File: src/sv/xfd_pkg.sv
// Shared types and constants of the XOR-checked frame deframer.
`timescale 1ns / 1ps
`default_nettype none
package xfd_pkg;

  localparam int unsigned ByteW  = 8;
  localparam int unsigned RoleW  = 3;
  localparam int unsigned CfgIdxW = 2;

  // Configuration register indexes
  localparam logic [CfgIdxW-1:0] CFG_HEADER_FIRST  = 2'd0;
  localparam logic [CfgIdxW-1:0] CFG_HEADER_SECOND = 2'd1;
  localparam logic [CfgIdxW-1:0] CFG_MAX_PAYLOAD   = 2'd2;

  // Reset values of the configuration registers
  localparam logic [ByteW-1:0] HEADER_FIRST_RST  = 8'd170;
  localparam logic [ByteW-1:0] HEADER_SECOND_RST = 8'd85;
  localparam logic [ByteW-1:0] MAX_PAYLOAD_RST   = 8'd250;

  // Role of a byte within a frame
  typedef enum logic [RoleW-1:0] {
    ROLE_HUNT    = 3'd0,
    ROLE_HEADER  = 3'd1,
    ROLE_TYPE    = 3'd2,
    ROLE_LEN     = 3'd3,
    ROLE_PAYLOAD = 3'd4,
    ROLE_CHECK   = 3'd5
  } role_t;

  // Current configuration seen by the engine
  typedef struct packed {
    logic [ByteW-1:0] header_first;
    logic [ByteW-1:0] header_second;
    logic [ByteW-1:0] max_payload_length;
  } cfg_t;

  // One result item
  typedef struct packed {
    logic [ByteW-1:0] byte_value;
    role_t            byte_role;
    logic             frame_done;
    logic             frame_ok;
  } result_t;

endpackage
`default_nettype wire

File: src/sv/xfd_if.sv
// Valid/ready channel interfaces for received bytes and result items.
`timescale 1ns / 1ps
`default_nettype none
interface xfd_in_if;
  logic       valid;
  logic       ready;
  logic [7:0] rx_byte;

  modport source (output valid, output rx_byte, input ready);
  modport sink   (input valid, input rx_byte, output ready);
endinterface

interface xfd_out_if;
  logic       valid;
  logic       ready;
  logic [7:0] byte_value;
  logic [2:0] byte_role;
  logic       frame_done;
  logic       frame_ok;

  modport source (output valid, output byte_value, output byte_role,
                  output frame_done, output frame_ok, input ready);
  modport sink   (input valid, input byte_value, input byte_role,
                  input frame_done, input frame_ok, output ready);
endinterface
`default_nettype wire

File: src/sv/xfd_cfg_regs.sv
// Configuration registers of the deframer, written through a plain write port.
`timescale 1ns / 1ps
`default_nettype none
module xfd_cfg_regs (
  input  wire logic                        clk,
  input  wire logic                        rst_n,
  input  wire logic                        cfg_wr_en,
  input  wire logic [xfd_pkg::CfgIdxW-1:0] cfg_index,
  input  wire logic [xfd_pkg::ByteW-1:0]   cfg_wdata,
  output xfd_pkg::cfg_t                    cfg
);
  import xfd_pkg::*;

  cfg_t cfg_r;

  // Update the addressed register; ignore indexes beyond the list
  always_ff @(posedge clk) begin
    if (!rst_n) begin
      cfg_r.header_first       <= HEADER_FIRST_RST;
      cfg_r.header_second      <= HEADER_SECOND_RST;
      cfg_r.max_payload_length <= MAX_PAYLOAD_RST;
    end else if (cfg_wr_en) begin
      case (cfg_index)
        CFG_HEADER_FIRST:  cfg_r.header_first       <= cfg_wdata;
        CFG_HEADER_SECOND: cfg_r.header_second      <= cfg_wdata;
        CFG_MAX_PAYLOAD:   cfg_r.max_payload_length <= cfg_wdata;
        default: ;
      endcase
    end
  end

  assign cfg = cfg_r;

endmodule
`default_nettype wire

File: src/sv/xfd_engine.sv
// Frame state machine with running XOR and the registered result stage.
`timescale 1ns / 1ps
`default_nettype none
module xfd_engine (
  input  wire logic                      clk,
  input  wire logic                      rst_n,
  input  wire xfd_pkg::cfg_t             cfg,
  input  wire logic                      step,
  input  wire logic [xfd_pkg::ByteW-1:0] byte_in,
  input  wire logic                      out_ready,
  output logic                           out_valid,
  output xfd_pkg::result_t               result,
  output logic                           can_take
);
  import xfd_pkg::*;

  typedef enum logic [2:0] {
    PH_HUNT    = 3'd0,
    PH_TYPE    = 3'd2,
    PH_LEN     = 3'd3,
    PH_PAYLOAD = 3'd4,
    PH_CHECK   = 3'd5
  } phase_t;

  phase_t           phase_r, phase_nxt;
  logic             saw_hf_r, saw_hf_nxt;
  logic [ByteW-1:0] bytes_left_r, bytes_left_nxt;
  logic [ByteW-1:0] xor_r, xor_nxt;
  logic             out_valid_r;
  result_t          result_r, result_nxt;

  // Result register is free when empty or being drained
  assign can_take = !out_valid_r || out_ready;

  // Next state and result for the byte at the input register
  always_comb begin
    phase_nxt              = phase_r;
    saw_hf_nxt             = saw_hf_r;
    bytes_left_nxt         = bytes_left_r;
    xor_nxt                = xor_r ^ byte_in;
    result_nxt.byte_value  = byte_in;
    result_nxt.byte_role   = ROLE_HUNT;
    result_nxt.frame_done  = 1'b0;
    result_nxt.frame_ok    = 1'b0;
    case (phase_r)
      PH_TYPE: begin
        result_nxt.byte_role = ROLE_TYPE;
        phase_nxt            = PH_LEN;
      end
      PH_LEN: begin
        result_nxt.byte_role = ROLE_LEN;
        if (byte_in == '0) begin
          phase_nxt = PH_CHECK;
        end else if (byte_in > cfg.max_payload_length) begin
          // Abandon the frame on an oversized length
          result_nxt.frame_done = 1'b1;
          phase_nxt             = PH_HUNT;
          saw_hf_nxt            = 1'b0;
        end else begin
          bytes_left_nxt = byte_in;
          phase_nxt      = PH_PAYLOAD;
        end
      end
      PH_PAYLOAD: begin
        result_nxt.byte_role = ROLE_PAYLOAD;
        if (bytes_left_r <= 8'd1) begin
          bytes_left_nxt = '0;
          phase_nxt      = PH_CHECK;
        end else begin
          bytes_left_nxt = bytes_left_r - 8'd1;
        end
      end
      PH_CHECK: begin
        result_nxt.byte_role  = ROLE_CHECK;
        result_nxt.frame_done = 1'b1;
        result_nxt.frame_ok   = (xor_nxt == '0);
        phase_nxt             = PH_HUNT;
        saw_hf_nxt            = 1'b0;
      end
      default: begin
        // Hunt for the header pair; second-byte match wins over a new start
        if (saw_hf_r && (byte_in == cfg.header_second)) begin
          result_nxt.byte_role = ROLE_HEADER;
          xor_nxt              = cfg.header_first ^ cfg.header_second;
          saw_hf_nxt           = 1'b0;
          phase_nxt            = PH_TYPE;
        end else begin
          xor_nxt    = xor_r;
          saw_hf_nxt = (byte_in == cfg.header_first);
          phase_nxt  = PH_HUNT;
        end
      end
    endcase
  end

  // Hold state and the result register
  always_ff @(posedge clk) begin
    if (!rst_n) begin
      phase_r      <= PH_HUNT;
      saw_hf_r     <= 1'b0;
      bytes_left_r <= '0;
      xor_r        <= '0;
      out_valid_r  <= 1'b0;
    end else begin
      if (step) begin
        phase_r      <= phase_nxt;
        saw_hf_r     <= saw_hf_nxt;
        bytes_left_r <= bytes_left_nxt;
        xor_r        <= xor_nxt;
        result_r     <= result_nxt;
        out_valid_r  <= 1'b1;
      end else if (out_ready) begin
        out_valid_r <= 1'b0;
      end
    end
  end

  assign out_valid = out_valid_r;
  assign result    = result_r;

endmodule
`default_nettype wire

File: src/sv/xor_checked_frame_deframer_top.sv
// Top level of the XOR-checked frame deframer: input register, config, engine.
//
//  channel  | direction | payload                                        | handshake
//  ---------+-----------+------------------------------------------------+-------------
//  in_ch    | in        | rx_byte[7:0]                                   | valid/ready
//  out_ch   | out       | byte_value[7:0] byte_role[2:0] frame_done/ok   | valid/ready
//  cfg_*    | in        | cfg_index[1:0] cfg_wdata[7:0]                  | cfg_wr_en
//
// One item per cycle sustained while out_ch is not stalled; an accepted item passes the input
// register, then the result register behind the state machine.
// Synchronous active-low reset clears the state machine, the valid flags and the
// configuration to its defaults. A stalled result register still lets the input
// register fill, so one further item is taken while the result waits.
`timescale 1ns / 1ps
`default_nettype none
module xor_checked_frame_deframer_top (
  input  wire logic                        clk,
  input  wire logic                        rst_n,
  xfd_in_if.sink                           in_ch,
  xfd_out_if.source                        out_ch,
  input  wire logic                        cfg_wr_en,
  input  wire logic [xfd_pkg::CfgIdxW-1:0] cfg_index,
  input  wire logic [xfd_pkg::ByteW-1:0]   cfg_wdata
);
  import xfd_pkg::*;

  cfg_t             cfg;
  result_t          result;
  logic             out_valid;
  logic             can_take;
  logic             step;
  logic             in_valid_r;
  logic [ByteW-1:0] in_byte_r;

  xfd_cfg_regs u_cfg (
    .clk       (clk),
    .rst_n     (rst_n),
    .cfg_wr_en (cfg_wr_en),
    .cfg_index (cfg_index),
    .cfg_wdata (cfg_wdata),
    .cfg       (cfg)
  );

  // Advance the held item into the engine when the result register is free
  assign step        = in_valid_r && can_take;
  assign in_ch.ready = !in_valid_r || step;

  // Input register
  always_ff @(posedge clk) begin
    if (!rst_n) begin
      in_valid_r <= 1'b0;
    end else if (in_ch.ready) begin
      in_valid_r <= in_ch.valid;
      if (in_ch.valid) begin
        in_byte_r <= in_ch.rx_byte;
      end
    end
  end

  xfd_engine u_engine (
    .clk       (clk),
    .rst_n     (rst_n),
    .cfg       (cfg),
    .step      (step),
    .byte_in   (in_byte_r),
    .out_ready (out_ch.ready),
    .out_valid (out_valid),
    .result    (result),
    .can_take  (can_take)
  );

  // Drive the result channel
  assign out_ch.valid      = out_valid;
  assign out_ch.byte_value = result.byte_value;
  assign out_ch.byte_role  = result.byte_role;
  assign out_ch.frame_done = result.frame_done;
  assign out_ch.frame_ok   = result.frame_ok;

endmodule
`default_nettype wire

File: src/flat_wrapper.sv
// flat-port wrapper written by rule: the top's interface ports become plain ports
module xor_checked_frame_deframer_top_flat import xfd_pkg::*;
  (clk, rst_n, cfg_wr_en, cfg_index, cfg_wdata, in_ch_valid, in_ch_rx_byte, in_ch_ready, out_ch_valid, out_ch_byte_value, out_ch_byte_role, out_ch_frame_done, out_ch_frame_ok, out_ch_ready);
  xfd_in_if in_ch_i ();
  xfd_out_if out_ch_i ();
  input  wire logic clk;
  input  wire logic rst_n;
  input  wire logic cfg_wr_en;
  input  wire logic [xfd_pkg::CfgIdxW-1:0] cfg_index;
  input  wire logic [xfd_pkg::ByteW-1:0] cfg_wdata;
  input wire logic [$bits(in_ch_i.valid)-1:0] in_ch_valid;
  input wire logic [$bits(in_ch_i.rx_byte)-1:0] in_ch_rx_byte;
  output wire logic [$bits(in_ch_i.ready)-1:0] in_ch_ready;
  output wire logic [$bits(out_ch_i.valid)-1:0] out_ch_valid;
  output wire logic [$bits(out_ch_i.byte_value)-1:0] out_ch_byte_value;
  output wire logic [$bits(out_ch_i.byte_role)-1:0] out_ch_byte_role;
  output wire logic [$bits(out_ch_i.frame_done)-1:0] out_ch_frame_done;
  output wire logic [$bits(out_ch_i.frame_ok)-1:0] out_ch_frame_ok;
  input wire logic [$bits(out_ch_i.ready)-1:0] out_ch_ready;
  assign in_ch_i.valid = in_ch_valid;
  assign in_ch_i.rx_byte = in_ch_rx_byte;
  assign in_ch_ready = in_ch_i.ready;
  assign out_ch_valid = out_ch_i.valid;
  assign out_ch_byte_value = out_ch_i.byte_value;
  assign out_ch_byte_role = out_ch_i.byte_role;
  assign out_ch_frame_done = out_ch_i.frame_done;
  assign out_ch_frame_ok = out_ch_i.frame_ok;
  assign out_ch_i.ready = out_ch_ready;
  xor_checked_frame_deframer_top u_core (.clk(clk), .rst_n(rst_n), .in_ch(in_ch_i), .out_ch(out_ch_i), .cfg_wr_en(cfg_wr_en), .cfg_index(cfg_index), .cfg_wdata(cfg_wdata));
endmodule
File: config.mk
export PLATFORM = sky130hd
export DESIGN_NAME = xor_checked_frame_deframer_top_flat
export DESIGN_NICKNAME = d
export VERILOG_FILES = /design/src/sv/xfd_pkg.sv /design/src/sv/xfd_if.sv /design/src/sv/xfd_cfg_regs.sv /design/src/sv/xfd_engine.sv /design/src/sv/xor_checked_frame_deframer_top.sv /design/src/flat_wrapper.sv
export SDC_FILE = /design/constraint.sdc
export NUM_CORES = 1
export LEC_CHECK = 0
export BUFFER_PORTS_ARGS = -buffer_cell sky130_fd_sc_hd__buf_2
export CAP_MARGIN = 20
export CORE_UTILIZATION = 45
export DETAILED_ROUTE_END_ITERATION = 6
export MAX_ROUTING_LAYER = met4
export PLACE_DENSITY = 0.73
export RECOVER_POWER = 50
export SKIP_CTS_REPAIR_TIMING = 1
export SLEW_MARGIN = 20
export SYNTH_ARGS = -nofsm -noshare
export SYNTH_HDL_FRONTEND = slang
export SYNTH_SLANG_ARGS = --single-unit
File: constraint.sdc
create_clock -name clk -period 2.37 [get_ports clk]
set_clock_uncertainty 0.15 [all_clocks]
set_input_delay 0.1185 -clock clk [delete_from_list [all_inputs] [get_ports clk]]
set_output_delay 0.1185 -clock clk [all_outputs]
set_load 0.01 [all_outputs]
==> reports/qor.yml, run 1 <==
outcome:
  status: "finished, final reports clean"
floorplan:
  num_rows: 31
  die_w_um: 89.8
  die_h_um: 89.8
  die_area_um2: 8060
  pin_count: 38
  fp.coreArea_um2: 7370
  initial_core_util: 0.471
cells_and_area:
  drive_gt1_frac: 0.140
  syn_to_final_growth_pct: 21.5
  final_cells: 542
  diodes: 0
  nNetsFinal: 473
routing:
  drt-met1-wl_um: 3870
  postRouteAntennaNets: 0
  vias: 3042
  met2_length_um: 4100
  drt_iter0_drc: 211
  wl_per_cell_um: 16.1
  drc: 0
  dr.pass1.iters: 5
  top_layer: "met4"
  via_per_inst: 5.61
  route.met3.wl_um: 556
  routed_wirelength_um: 8720
setup_path:
  worstRegToRegCells: 7
  r2r-end: "u_core.u_engine.bytes_left_r[7]$_SDFFE_PN0P_"
  worstReg2RegStart: "u_core.in_byte_r[1]$_DFFE_PP_"
  critPathRequiredTime_ns: 2.47
  r2r_slack_ns: 0.08
  cp_max_fo: 9
  worstPathArrival_ns: 2.39
  startpoint_type: "flop"
  crit_type: "reg2reg"
  endpoint_kind: "flop"
worst_hold_path:
  hold_depth: 2
  holdPathEnd: "u_core.u_engine.out_valid$_SDFFE_PN0P_"
  min_from: "rst_n"
  hp-class: "in2reg"
clocking:
  clk_transition_reported_paths_ns: 0.08
  cts_root_buf: "clkbuf_8"
  cts_buffers: 9
  cts_buffer_depth: 2
  cts.htree.levels: 3
  clock-sinks: 67
  cts_tree: "yes"
  clk_latency_ns: 0.35
grt:
  grt_max_degree: 30
  grt_usage: 0.225
  antenna_found_initial: 0
  grt_pass1_vias: 2682
  grt.overflow.total: 0
  grt_pass1_wl_um: 13700
synth:
  syn_avg_cell_area_um2: 9.20
  synth.area.top_cells: "dfxtp_1 27%, edfxtp_1 18%, nand2_1 6.4%"
  synth_edf_count: 21
  synth_area_leader_cell: "dfxtp_1"
  async_flop_share: 0
  ys_types: 51
  ys_ff_latch: 67
  synthTopCellsByCount: "59 x nand2_1, 46 x dfxtp_1, 25 x a21oi_1"
  synth_cells: 377
  ys_seq_area_frac: 0.447
  synthFlopType: "dfxtp_1"
  yosysWarnings: 0
  syn_nets: 412
  synth.most_common_cell: "nand2_1"
  synth_area_um2: 3470
  synth_top_area_frac: 0.265
place:
  dp_hpwl_um: 6050
  placedCellCount: 508
  post-place-ws_ns: 0.0405
  globalplace.congestion: 0.907
  io_buffers: 37
pwr:
  p_total_mw: 2.60
  p_per_area_nw_per_um2: 617
  ir_drop_mv: 0.295
  p_leak_nw: 1.53
sta:
  fin_crit_sh: 0.967
  relSlewSlack: 0.602
  setup_viol: 0
  hold_viol: 0
  rsz0062_at_grt: "false"
  setup_slack_ns: 0.0789
  finalSetupTns_ns: 0
  max_freq_ghz: 0.436
  slew_violations: 0
  max_slew.worst_pin.slew_ns: 0.597
  period_minus_slack_ns: 2.29
job:
  cap_violations: 0
metrics by stage:
| stage | instance area (µm²) | hold slack (ns) | util |
|---|---|---|---|
| floorplan | 3470 | 0.0674 | - |
| global route | 4220 | 0.0133 | 0.572 |
| finish | 4220 | 0.0116 | 0.572 |
| global placement | 3810 | 0.146 | 0.517 |
| detailed placement | 3810 | 0.147 | 0.517 |
| CTS | 4040 | -0.222 | 0.548 |
power by group:
group          internal (mW)  leakage, nW  total (mW)  switching, mW
clock                  0.599        0.110        1.08          0.482
sequential              1.22        0.566        1.24         0.0259
combinational          0.122        0.855       0.274          0.151
how the worst max path moves through the flow:
stage	start	cells past startpoint	end	slack, ns
CTS	u_core.in_byte_r[3]$_DFFE_PP_	7	u_core.u_engine.bytes_left_r[5]$_SDFFE_PN0P_	0.03
global placement	u_core.in_byte_r[7]$_DFFE_PP_	7	u_core.u_engine.bytes_left_r[7]$_SDFFE_PN0P_	0.15
floorplan	u_core.in_byte_r[0]$_DFFE_PP_	9	u_core.u_engine.bytes_left_r[2]$_SDFFE_PN0P_	0.13
detailed placement	u_core.in_byte_r[3]$_DFFE_PP_	7	u_core.u_engine.bytes_left_r[5]$_SDFFE_PN0P_	0.04
global route	u_core.in_byte_r[1]$_DFFE_PP_	7	u_core.u_engine.bytes_left_r[7]$_SDFFE_PN0P_	0.01
finish	u_core.in_byte_r[1]$_DFFE_PP_	7	u_core.u_engine.bytes_left_r[7]$_SDFFE_PN0P_	0.08
registers in the layout (all words and copies together) (netlist names):
name and cells:
u_core.u_engine.saw_hf_r 1, u_core.u_engine.xor_r 8, u_core.u_cfg.cfg 24, u_core.u_engine.result 13, u_core.u_engine.phase_r 3, u_core.u_engine.out_valid 1, u_core.in_byte_r 8, u_core.in_valid_r 1
u_core.u_engine.bytes_left_r 8
critical path, stage by stage (launching register included):
cell and delay [ns]:
edfxtp_1 0.40, ha_1 0.32, nor2b_1 0.14, o211ai_1 0.18
a21oi_2 0.10, o31a_4 0.41, or2_4 0.26, a31o_1 0.22
layer usage:
| layer | track usage | up-vias |
|---|---|---|
| met4 | 0.0970 | 0 |
| met5 | - | - |
| li1 | - | 1454 |
| met3 | 0.0423 | 18 |
| met2 | 0.353 | 122 |
| met1 | 0.284 | 1448 |
logic make-up (layout without fill, tap and decap cells):
kind of cell,after synthesis,after routing,synth area share
AOI/OAI and AO/OA,88,88,0.175
xor gates and xnor gates,32,32,0.0808
adders and majority gates,12,12,0.0433
buffers and inverters,44,110,0.0508
DFF,67,67,0.447
muxes,9,9,0.0260
and+or+nand+nor,125,125,0.177
cell type report:
type	instances	area [µm²]
Clock buffer	9	124
Clock inverter	7	98.8
Fill cell	643	3150
Inverter	22	82.6
Multi-Input combinational cell	266	1770
Sequential cell	67	1550
Tap cell	99	124
Timing Repair Buffer	72	463
cells in the final DEF (no fill, tap or decap), drive strengths merged, types with 2 or more instances in the layout:
cell type,n
nand2,59
dfxtp,46
buf,34
clkbuf,29
a21oi,26
xnor2,24
inv,24
edfxtp,21
dlygate4sd3,18
o21ai,13
nor2,12
ha,12
nor2b,9
nand3,9
o211ai,9
mux2i,9
a32o,9
a21boi,8
xor2,8
nor4,6
nor3,6
nand4,4
a31oi,4
or2,4
nand2b,3
o21a,3
nand3b,3
o311ai,3
and2,3
a32oi,2
a31o,2
o31ai,2
o22ai,2
bufinv,2
clkinv,2
(Power assumes the default switching activity.)
==> run 2: changes to the inputs <==
--- a/config.mk
+++ b/config.mk
@@ -7,6 +7,7 @@
 export LEC_CHECK = 0
 export BUFFER_PORTS_ARGS = -buffer_cell sky130_fd_sc_hd__buf_2
 export CAP_MARGIN = 20
+export CORE_MARGIN = 10
 export CORE_UTILIZATION = 45
 export DETAILED_ROUTE_END_ITERATION = 6
 export MAX_ROUTING_LAYER = met4
==> run 2 against run 1 <==
  * Sequential power is essentially flat
  * Setup slack gained 0.051 ns
  * Global-route usage shrank 6.7 points
  * Critical path type unchanged
==> reports/qor.yml, run 2 (same netlist as run 1, synthesis figures left out) <==
cells_and_area:
  fillCellCount: 653  # +1.6%
  multi_input_comb_area_um2: 1770  # unchanged
  seq_area_um2: 1550  # unchanged
  nNetsFinal: 471  # -0.42%
  utilization: 0.567  # -0.00458
  diodes: 0  # unchanged
  final_cells: 540  # -0.37%
  final_area_um2: 4180  # -0.80%
  largest_reg_flops: 24  # unchanged
  layout_commonest_cell: "nand2_1"
  drive_gt1_frac: 0.147  # +0.00744
  layout.cells.most_common_list: "59 x nand2_1, 46 x dfxtp_1, 25 x a21oi_1"
  syn_to_final_growth_pct: 20.5
routing:
  wl_per_cell_um: 16.6  # +3.3%
  routed_wirelength_um: 8970  # +2.9%
  drt_iter0_drc: 179  # -15%
  dr.pass1.iters: 5  # unchanged
  postRouteAntennaNets: 0  # unchanged
  via_per_inst: 5.54  # -1.3%
  drc: 0  # unchanged
  vias: 2991  # -1.7%
floorplan:
  fp.coreArea_um2: 7370  # unchanged
  initial_core_util: 0.471  # unchanged
  die_w_um: 108  # +20%
  pin_count: 38  # unchanged
  die_h_um: 108  # +20%
  die_area_um2: 11600  # +44%
  num_rows: 31  # unchanged
setup_path:
  critPathRequiredTime_ns: 2.47  # about the same
  cp_max_fo: 9  # unchanged
  worstRegToRegCells: 7  # unchanged
  startpoint: "u_core.in_byte_r[1]$_DFFE_PP_"
  endpoint_kind: "flop"
  startpoint_type: "flop"
  worstPathArrival_ns: 2.34  # -0.05 ns
  crit_type: "reg2reg"
  worstReg2RegStart: "u_core.in_byte_r[1]$_DFFE_PP_"
pwr:
  internal_power_mw: 1.83  # -5.5%
  p_per_area_nw_per_um2: 597  # -3.1%
  ir_drop_mv: 0.324  # +9.6%
  clkPwrFrac: 0.394  # -0.022
  comb_power_share: 0.108  # +0.003
  p_sw_mw: 0.665  # +0.86%
  p_leak_nw: 1.53  # -0.39%
  p_total_mw: 2.50  # -3.9%
  swShare: 0.266  # +0.0125
  seqPwrFrac: 0.498  # +0.019
place:
  placedCellCount: 506  # -0.39%
  globalplace.congestion: 0.914  # +0.74%
  io_buffers: 37  # unchanged
  post-place-ws_ns: 0.0841  # +0.0436 ns
  dp_hpwl_um: 6380  # +5.4%
  placed_cell_area_um2: 3800  # -0.39%
grt:
  grt_usage: 0.158  # -0.0671
  grt_pass1_vias: 2854  # +6.4%
  antenna_found_initial: 0  # unchanged
  grt.overflow.total: 0  # unchanged
  grt_max_degree: 30  # unchanged
  grt_pass1_wl_um: 14000  # +2.3%
clocking:
  clock-sinks: 67  # unchanged
  cts.htree.levels: 3  # unchanged
  cts_root_buf: "clkbuf_8"
  cts_tree: "yes"
  cts_buffers: 9  # unchanged
  cts_buffer_depth: 2  # unchanged
  clk_transition_reported_paths_ns: 0.08  # about the same
  clk_latency_ns: 0.35  # about the same
sta:
  max_freq_ghz: 0.446  # +2.3%
  setup_slack_ns: 0.130  # +0.0508 ns
  finalSetupTns_ns: 0  # unchanged
  rsz0062_at_grt: "false"
  relSlewSlack: 0.587  # -0.0146
  timing.hold.ws_ns: 0.00809  # -0.00355 ns
  hold_viol: 0  # unchanged
  period_minus_slack_ns: 2.24  # -0.0508 ns
  setup_viol: 0  # unchanged
  slew_violations: 0  # unchanged
  fin_crit_sh: 0.945  # -0.0214
  max_slew.worst_pin.slew_ns: 0.619  # +0.0220 ns
worst_hold_path:
  hold_depth: 2  # unchanged
  min_from: "rst_n"
  hp-class: "in2reg"
job:
  cap_violations: 0  # unchanged
outcome:
  status: "finished, final reports clean"
## run 2: layout make-up
cell class                      instances  area share
Clock inverter                          7      0.0177
Inverter                               22      0.0197
Clock buffer                            9      0.0296
Sequential cell                        67       0.371
Tap cell                               99      0.0296
Multi-Input combinational cell        266       0.424
Timing Repair Buffer                   70       0.109
## run 2: worst max-delay path: stages, from the launching register on
cell and delay (ns):
edfxtp_1 0.39, ha_1 0.31, nor2b_1 0.13, o211ai_1 0.18, a21oi_2 0.10, o31a_4 0.41
or2_4 0.26, a31o_1 0.21
## run 2: power by group through the flow
stage / combinational (mW) / clock, mW / sequential (mW)
final: 0.271 / 0.983 / 1.24
after CTS: 0.246 / 0.985 / 1.24
after global placement: 0.239 / 0 / 1.27
after floorplan: 0.158 / 0 / 1.27
after global routing: 0.298 / 1.05 / 1.25
after detailed placement: 0.244 / 0 / 1.27
## run 2: routing by layer
layer	GRT usage	wire length, µm	vias to the layer above
li1	-	-	1452
met1	0.195	3960	1418
met2	0.235	4110	109
met3	0.0449	760	12
met4	0.0706	129	0
met5	-	0	-
## run 2: final timing paths
path	end	slack, ns
setup / recovery	u_core.u_engine.bytes_left_r[7]$_SDFFE_PN0P_	0.13
hold / removal	u_core.u_engine.out_valid$_SDFFE_PN0P_	0.008
setup reg to reg	u_core.u_engine.bytes_left_r[7]$_SDFFE_PN0P_	0.13
hold reg to reg	u_core.u_cfg.cfg[2]$_SDFFE_PN0P_	0.31
